<file path="config.mk">
export PLATFORM = sky130hd
export DESIGN_NAME = qfcn_fifo
export DESIGN_NICKNAME = d
export VERILOG_FILES = /design/src/design/qfcn_pkg.sv /design/src/design/qfcn_fifo.sv
export SDC_FILE = /design/constraint.sdc
export NUM_CORES = 1
export LEC_CHECK = 0
export BUFFER_PORTS_ARGS = -buffer_cell sky130_fd_sc_hd__buf_2
export CORE_MARGIN = 2
export CORE_UTILIZATION = 40
export DETAILED_ROUTE_END_ITERATION = 8
export PLACE_DENSITY = 0.66
export SYNTH_ARGS = -nofsm -noshare
export SYNTH_HDL_FRONTEND = slang
export SYNTH_SLANG_ARGS = --single-unit
</file>
<file path="constraint.sdc">
create_clock -name clk -period 1.3 [get_ports clk]
set_input_delay 0.13 -clock clk [delete_from_list [all_inputs] [get_ports clk]]
set_output_delay 0.13 -clock clk [all_outputs]
set_load 0.02 [all_outputs]
</file>
<file path="src/design/qfcn_pkg.sv">
// ----------------------------------------------------------------------------
// qfcn_pkg: shared types and constants of the quad face centroid/normal block
// Holds the back-end sequencer states, register indexes and the fixed widths
// of the normalizing datapath.
// ----------------------------------------------------------------------------
package qfcn_pkg;

	// configuration register indexes
	localparam int CFG_IDX_W = 1;
	localparam logic [CFG_IDX_W-1:0] REG_FACE_COUNT  = 1'b0;
	localparam logic [CFG_IDX_W-1:0] REG_MIN_NORM_SQ = 1'b1;

	localparam int FACE_W   = 16;
	localparam int THRESH_W = 63;
	localparam int NORM_W   = 32;   // output normal component width

	// the largest normalized magnitude lives in [2^31, 2^32)
	localparam int UW         = 32;
	localparam int ACC_W      = 128;
	localparam int RAD_W      = 100; // radicand (sum of u^2) << 32, padded even
	localparam int ROOT_W     = 50;
	localparam int REM_W      = 52;
	localparam int M_W        = 49;
	localparam int DREM_W     = 50;
	localparam int QUO_W      = 31;
	// u * 2^46 + m/2 can reach just past 2^78 when u is close to 2^32
	localparam int NUM_W      = 79;
	localparam int SQRT_STEPS = RAD_W / 2;
	localparam int DIV_STEPS  = QUO_W;
	localparam int CNT_W      = 6;

	localparam logic [QUO_W-1:0] ONE_Q30 = QUO_W'(1) << 30;

	localparam int QDEPTH = 2;

	typedef enum logic [3:0] {
		ST_IDLE,
		ST_MAG,
		ST_SQ,
		ST_CMP,
		ST_NORM,
		ST_USQ,
		ST_SQRT,
		ST_DLOAD,
		ST_DIV,
		ST_OUT
	} state_t;

	// weight of a partial product when it is added to the accumulator
	typedef enum logic [1:0] {
		SH_0,
		SH_32,
		SH_62
	} shift_t;

endpackage

</file>
<file path="src/design/qfcn_fifo.sv">
// ----------------------------------------------------------------------------
// qfcn_fifo: face queue
// Short register queue between intake and normalizer.
// ----------------------------------------------------------------------------
module qfcn_fifo #(
	parameter int DW = 8
) (
	input  logic          clk,
	input  logic          arst_n,
	input  logic          wr_valid,
	output logic          wr_ready,
	input  logic [DW-1:0] wr_data,
	output logic          rd_valid,
	input  logic          rd_ready,
	output logic [DW-1:0] rd_data
);
	import qfcn_pkg::*;

	localparam int PW = $clog2(QDEPTH);

	logic [DW-1:0] mem_q [QDEPTH];
	logic [PW-1:0] wr_ptr_q, rd_ptr_q;
	logic [PW:0]   cnt_q;
	logic          push, pop;

	assign wr_ready = (cnt_q != (PW+1)'(QDEPTH));
	assign rd_valid = (cnt_q != '0);
	assign push     = wr_valid && wr_ready;
	assign pop      = rd_valid && rd_ready;
	assign rd_data  = mem_q[rd_ptr_q];

	always_ff @(posedge clk or negedge arst_n) begin
		if (!arst_n) begin
			wr_ptr_q <= '0;
			rd_ptr_q <= '0;
			cnt_q    <= '0;
		end else begin
			if (push) wr_ptr_q <= wr_ptr_q + PW'(1);
			if (pop)  rd_ptr_q <= rd_ptr_q + PW'(1);
			if (push && !pop) cnt_q <= cnt_q + (PW+1)'(1);
			else if (pop && !push) cnt_q <= cnt_q - (PW+1)'(1);
		end
	end

	always_ff @(posedge clk) begin
		if (push) mem_q[wr_ptr_q] <= wr_data;
	end

endmodule

</file>
==> results of run 1 <==
-- cell type report --
cell class                 instances  area (um2)
inverter                           1        3.75
clock inverter                     1        30.0
clock buffer                       3        22.5
timing repair buffer              36         297
multi-input combinational         21         243
sequential                        20         582
tap                               27        33.8
fill                             143         691
-- how the worst min path moves through the flow --
stage                from     endpoint  slack [ns]  cells after the start
2_1_floorplan      arst_n     cnt_q[0]       -0.17                      0
3_3_place_gp       arst_n     wr_ptr_q       -0.06                      1
3_5_place_dp       arst_n     cnt_q[0]       -0.06                      1
4_1_cts        wr_data[4]  mem_q[1][4]       0.004                      1
5_1_grt        wr_data[6]  mem_q[0][6]      -0.004                      1
6_report       wr_data[6]  mem_q[0][6]        0.02                      1
-- power by group --
group	internal (mW)	switching, mW
clock	0.312	0.185
sequential	0.898	0.0839
combinational	0.770	0.602
-- worst max-delay path, delay by kind of cell, from the launching register on --
family	cells	cell delay (ns)
buffers and inverters	2	0.27
flip-flops	1	0.43
multiplexers	1	0.30
-- cells by family after synthesis --
logic type / synth area share, %
xor gates and xnor gates: 5.57
adders and majority gates: 1.59
buffers and inverters: 1.11
DFF: 73.8
muxes: 11.4
and+or+nand+nor: 6.52
-- per-layer routing --
| layer | part of all wire [%] | up-vias |
|---|---|---|
| met5 | 0 | - |
| met4 | 1.7 | 0 |
| met3 | 4.6 | 2 |
| met2 | 52 | 13 |
| met1 | 42 | 229 |
| li1 | - | 231 |
-- flip-flops by register name, indices dropped and copies added (netlist names) --
signal,cells
mem_q,16
cnt_q,2
rd_ptr_q,1
wr_ptr_q,1
-- through the flow --
| step | setup WS [ns] | util, % | cells | hold WS (ns) |
|---|---|---|---|---|
| 4_1_cts | -0.125 | 59.6 | 104 | 0.00367 |
| 5_1_grt | -0.183 | 63.7 | 109 | -0.00378 |
| 2_1_floorplan | -0.0486 | - | 43 | -0.166 |
| 3_3_place_gp | -0.000529 | 52.0 | 96 | -0.0561 |
| 3_5_place_dp | -0.0442 | 52.0 | 96 | -0.0556 |
| 6_report | -0.127 | 63.7 | 109 | 0.0156 |
-- cell usage after synthesis --
library cell | number | area share [%]
edfxtp_1 | 16 | 61
mux2_2 | 8 | 11
dfrtp_1 | 4 | 13
xnor2_1 | 3 | 3.3
nor2_1 | 2 | 0.95
xor2_1 | 2 | 2.2
and3_1 | 1 | 0.80
buf_2 | 1 | 0.64
ha_1 | 1 | 1.6
inv_1 | 1 | 0.48
nand2_1 | 1 | 0.48
nand2_4 | 1 | 1.4
nand2b_4 | 1 | 1.7
or2_4 | 1 | 1.1
-- what timing repair did --
action                                  in CTS  in global routing
endpoints found under the setup margin      16                 10
hold endpoints to repair                     4                 10
gates cloned                                 0                  0
buffers inserted                             3                  0
gates resized for setup                     23                  7
pin swaps                                    3                  0
hold buffers                                 1                  5
==> impl_metrics.env, run 1 <==
export IMPL_synth_nets=56
export IMPL_die_w_um=48.4
export IMPL_peakVddDrop_uv=1750
export IMPL_syn_area_um2=787
export IMPL_htreeDepth=1
export IMPL_reg2reg_depth=6
export IMPL_synth_cells=43
export IMPL_coreArea_um2=1900
export IMPL_layout_common_cells="16 x edfxtp_1, 12 x buf_2, 11 x buf_6"
export IMPL_num_vias=475
export IMPL_grt_pass1_vias=451
export IMPL_period_needed_ns=1.43
export IMPL_final_setup_viol_count=9
export IMPL_worstReg2RegEnd="cnt_q[1]"
export IMPL_min_period_over_period_pct=110
export IMPL_drt_wirelength_per_cell_um=11.6
export IMPL_power_density_nw_per_um2=2350
export IMPL_path_clk_slew_ns=0.11
export IMPL_crit_chain="buf_6 > mux2_4 > buf_6"
export IMPL_placed_cell_area_um2=988
export IMPL_drc=0
export IMPL_layout_setup_ws_ns=-0.127
export IMPL_leakage_nw=0.501
export IMPL_crit_top_cell="buf_6"
export IMPL_r2r_start="cnt_q[1]"
export IMPL_hold_violations=0
export IMPL_antenna_cells=0
export IMPL_endpoint="rd_data[7]"
export IMPL_violations="setup timing"
export IMPL_cp_required_ns=1.17
export IMPL_r2r_slack_ns=-0.02
export IMPL_tns_ns=-0.891
export IMPL_finalClockSkew_ns=0.00353
export IMPL_clockBufferDepth=2
export IMPL_grtUsageTotal_pct=11.4
export IMPL_critical_path_startpoint_type="flop"
export IMPL_grt_use_met3_pct=2.78
export IMPL_total_power_mw=2.85
export IMPL_drt_initial_drc_count=8
export IMPL_via_per_inst=4.36
export IMPL_die_h_um=48.4
export IMPL_antenna_left=0
export IMPL_cp_end_kind="output pin"
export IMPL_drtPass1Iterations=2
export IMPL_drive_gt1_share_pct=64.6
export IMPL_max_clock_freq_ghz=0.701
export IMPL_fin_area_um2=1210
export IMPL_use_met2_pct=18.3
export IMPL_grt_busiest_layer="met2"
export IMPL_ys_seq_area_share_pct=73.8
export IMPL_met1_usage_pct=13.3
export IMPL_crit_type="flop to output pin"
export IMPL_maxSlewHeadroom_pct=86.0
export IMPL_start_util_pct=41.4
export IMPL_grt_overflow_total=0
export IMPL_startpoint="rd_ptr_q"
export IMPL_max_cap_viol_count=0
export IMPL_grt_first_pass_wirelength_um=1940
export IMPL_path_max_fanout=5
export IMPL_yosys_register_bits=20
export IMPL_status="finished, violations left"
export IMPL_slew_viol_final=0
export IMPL_syn_area_per_cell_um2=18.3
export IMPL_yosysWarnings=0
export IMPL_clk_latency_ns=0.30
export IMPL_post_dp_hpwl_um=803
export IMPL_dieArea_um2=2340
export IMPL_totalWireLength_um=1260
export IMPL_antenna_found_initial=0
export IMPL_layout_commonest_cell="edfxtp_1"
export IMPL_grt_max_degree=13
export IMPL_ios=22
export IMPL_slowest_stage="dfrtp_2"
export IMPL_cts_sinks=20
export IMPL_cts_root_buffer="clkbuf_4"
export IMPL_netlist_cell_type_count=14
export IMPL_cts_made_buffers=3
export IMPL_slowest_delay_ns=0.43
export IMPL_hp_class="primary input to flop"
export IMPL_port_buffers=21
export IMPL_max_slew_worst_pin_slew_ns=0.211
export IMPL_areaGrowthSynthToFinish_pct=53.9
export IMPL_rsz0062_at_grt="yes"
export IMPL_gp_congestion=0.639
export IMPL_critPathArrivalTime_ns=1.30
export IMPL_rows=16
export IMPL_finalNetCount=96
export IMPL_cts_tree="done"
No activity file was read; power rests on OpenSTA's default activity.
==> run 2: changes to the inputs <==
--- a/config.mk
+++ b/config.mk
@@ -9,7 +9,10 @@
 export CORE_MARGIN = 2
 export CORE_UTILIZATION = 40
 export DETAILED_ROUTE_END_ITERATION = 8
+export GPL_TIMING_DRIVEN = 0
 export PLACE_DENSITY = 0.66
+export REMOVE_ABC_BUFFERS = 1
+export SLEW_MARGIN = 20
 export SYNTH_ARGS = -nofsm -noshare
 export SYNTH_HDL_FRONTEND = slang
 export SYNTH_SLANG_ARGS = --single-unit
==> run 2 against run 1 <==
Net effect:
- the run still ends with setup timing left
- global-route usage rose by 1.7 points
- register-to-register slack got worse by 0.03 ns
- cell count fell by 2.8%
- routed wire length rose by 10%
- largest cell class unchanged
- non-clock buffer count fell by 3
- worst setup slack got worse by 0.012 ns
- clock power rose by 2%
- highest routed layer unchanged
- flip-flop and latch count did not move
- worst hold slack got worse by 0.0039 ns
- utilization fell by 1.7 points
==> impl_metrics.env, run 2 (same netlist as run 1, synthesis figures left out) <==
export IMPL_status="finished, violations left"
export IMPL_violations="setup timing"
export IMPL_dieArea_um2=2340
export IMPL_period_needed_ns=1.44
export IMPL_grt_pass1_vias=483
export IMPL_placed_cell_area_um2=921
export IMPL_cts_made_buffers=3
export IMPL_totalWireLength_um=1390
export IMPL_finalClockSkew_ns=0.0127
export IMPL_crit_type="flop to output pin"
export IMPL_crit_chain="buf_6 > mux2_2 > buf_6"
export IMPL_grt_overflow_total=0
export IMPL_layout_setup_ws_ns=-0.139
export IMPL_ios=22
export IMPL_coreArea_um2=1900
export IMPL_grt_max_degree=13
export IMPL_drc=0
export IMPL_critical_path_startpoint_type="flop"
export IMPL_swShare_pct=31.5
export IMPL_path_max_fanout=5
export IMPL_antenna_found_initial=0
export IMPL_htreeDepth=1
export IMPL_clk_latency_ns=0.30
export IMPL_maxSlewHeadroom_pct=81.3
export IMPL_fin_area_um2=1180
export IMPL_grtUsageTotal_pct=13.2
export IMPL_leakage_nw=0.478
export IMPL_p_seq_share_pct=35.3
export IMPL_critPathTopFamily="flip-flops"
export IMPL_drive_gt1_share_pct=62.0
export IMPL_layout_common_cells="16 x edfxtp_1, 12 x buf_2, 11 x buf_6"
export IMPL_total_power_mw=2.81
export IMPL_timing_hold_ws_ns=0.0117
export IMPL_hp_start="wr_data[3]"
export IMPL_p_clk_share_pct=17.9
export IMPL_die_h_um=48.4
export IMPL_finalNetCount=93
export IMPL_dpl_worst_slack_ns=-0.300
export IMPL_r2r_slack_ns=-0.05
export IMPL_post_dp_hpwl_um=868
export IMPL_critPathBufInv=2
export IMPL_cts_sinks=20
export IMPL_tns_ns=-1.06
export IMPL_peakVddDrop_uv=1270
export IMPL_cp_required_ns=1.17
export IMPL_drt_wirelength_per_cell_um=13.1
export IMPL_max_cap_viol_count=0
export IMPL_slowest_delay_ns=0.40
export IMPL_critPathArrivalTime_ns=1.31
export IMPL_port_buffers=21
export IMPL_min_to="mem_q[0][3]"
export IMPL_start_util_pct=41.4
export IMPL_reg2reg_depth=6
export IMPL_num_vias=487
export IMPL_slew_viol_final=0
export IMPL_reg_top3="mem_q x16, cnt_q x2"
export IMPL_hp_class="primary input to flop"
export IMPL_top_register="mem_q"
export IMPL_p_switching_mw=0.885
export IMPL_via_per_inst=4.59
export IMPL_largest_reg_flops=16
export IMPL_drt_initial_drc_count=2
export IMPL_cts_root_buffer="clkbuf_4"
export IMPL_cts_tree="done"
export IMPL_hold_violations=0
export IMPL_gp_congestion=0.668
export IMPL_hold_depth=1
export IMPL_worstReg2RegEnd="cnt_q[1]"
export IMPL_power_density_nw_per_um2=2380
export IMPL_r2r_start="cnt_q[1]"
export IMPL_p_int_mw=1.92
export IMPL_slowest_stage="dfrtp_2"
export IMPL_layout_commonest_cell="edfxtp_1"
export IMPL_clockBufferDepth=2
export IMPL_cp_end_kind="output pin"
export IMPL_rows=16
export IMPL_grt_first_pass_wirelength_um=2120
export IMPL_antenna_cells=0
export IMPL_min_period_over_period_pct=111
export IMPL_areaGrowthSynthToFinish_pct=49.8
export IMPL_rsz0062_at_grt="yes"
export IMPL_final_setup_viol_count=9
export IMPL_path_clk_slew_ns=0.12
export IMPL_max_slew_worst_pin_slew_ns=0.279
export IMPL_drtPass1Iterations=4
export IMPL_die_w_um=48.4
export IMPL_antenna_left=0
export IMPL_max_clock_freq_ghz=0.695
export IMPL_combPwrFrac_pct=46.7
export IMPL_crit_top_cell="buf_6"
## run 2: cell count changes in the layout (fill, tap and decap cells not counted), sizes merged
cell  change
buf       -3
## run 2: worst max-delay path by stage
stage	start	end	slack (ns)	depth (start not counted)
2_1_floorplan	cnt_q[0]	mem_q[0][0]	-0.12	3
3_3_place_gp	cnt_q[0]	mem_q[0][6]	-0.29	3
3_5_place_dp	cnt_q[0]	mem_q[0][0]	-0.30	3
4_1_cts	rd_ptr_q	rd_data[4]	-0.14	3
5_1_grt	rd_ptr_q	rd_data[0]	-0.18	3
6_report	rd_ptr_q	rd_data[4]	-0.14	3
## run 2: what timing repair did
item / in CTS / in global routing
cloned: 0 / 0
hold endpoints to repair: 4 / 9
pin swaps: 3 / 1
hold buffers: 1 / 5
endpoints found under the setup margin: 27 / 18
gates resized for setup: 29 / 4
buffers inserted: 5 / 1
## run 2: power by group through the flow
stage	Sequential, mW	Combinational, mW	Clock (mW)
finish	0.992	1.31	0.504
global route	1.01	1.39	0.538
CTS	0.991	1.25	0.513
detailed placement	1.05	0.816	0
global placement	1.04	0.803	0
floorplan	1.01	0.618	0
## run 2: per-layer routing
metal,track usage (%),part of all wire [%]
met1,12.7,37
met5,0,0
met4,10.0,1.5
met3,3.40,3.8
met2,23.8,58
## run 2: through the flow
stage,util (%),instances
final,62.0,106
after detailed placement,48.4,90
after global routing,62.0,106
after floorplan,-,42
after CTS,58.4,100
after global placement,48.4,90
## run 2: final cells by class
cell class / count / area, um2
multi-input combinational: 21 / 233
sequential: 20 / 582
timing repair buffer: 33 / 274
clock inverter: 1 / 30.0
inverter: 1 / 3.75
fill: 150 / 723
clock buffer: 3 / 22.5
tap: 27 / 33.8
## run 2: worst register-to-register path: stages (launching register included)
cell,delay (ns)
dfrtp_1,0.44
or2_4,0.27
nand2_4,0.07
ha_4,0.12
xor2_1,0.16
nor2_2,0.05
xor2_1,0.13
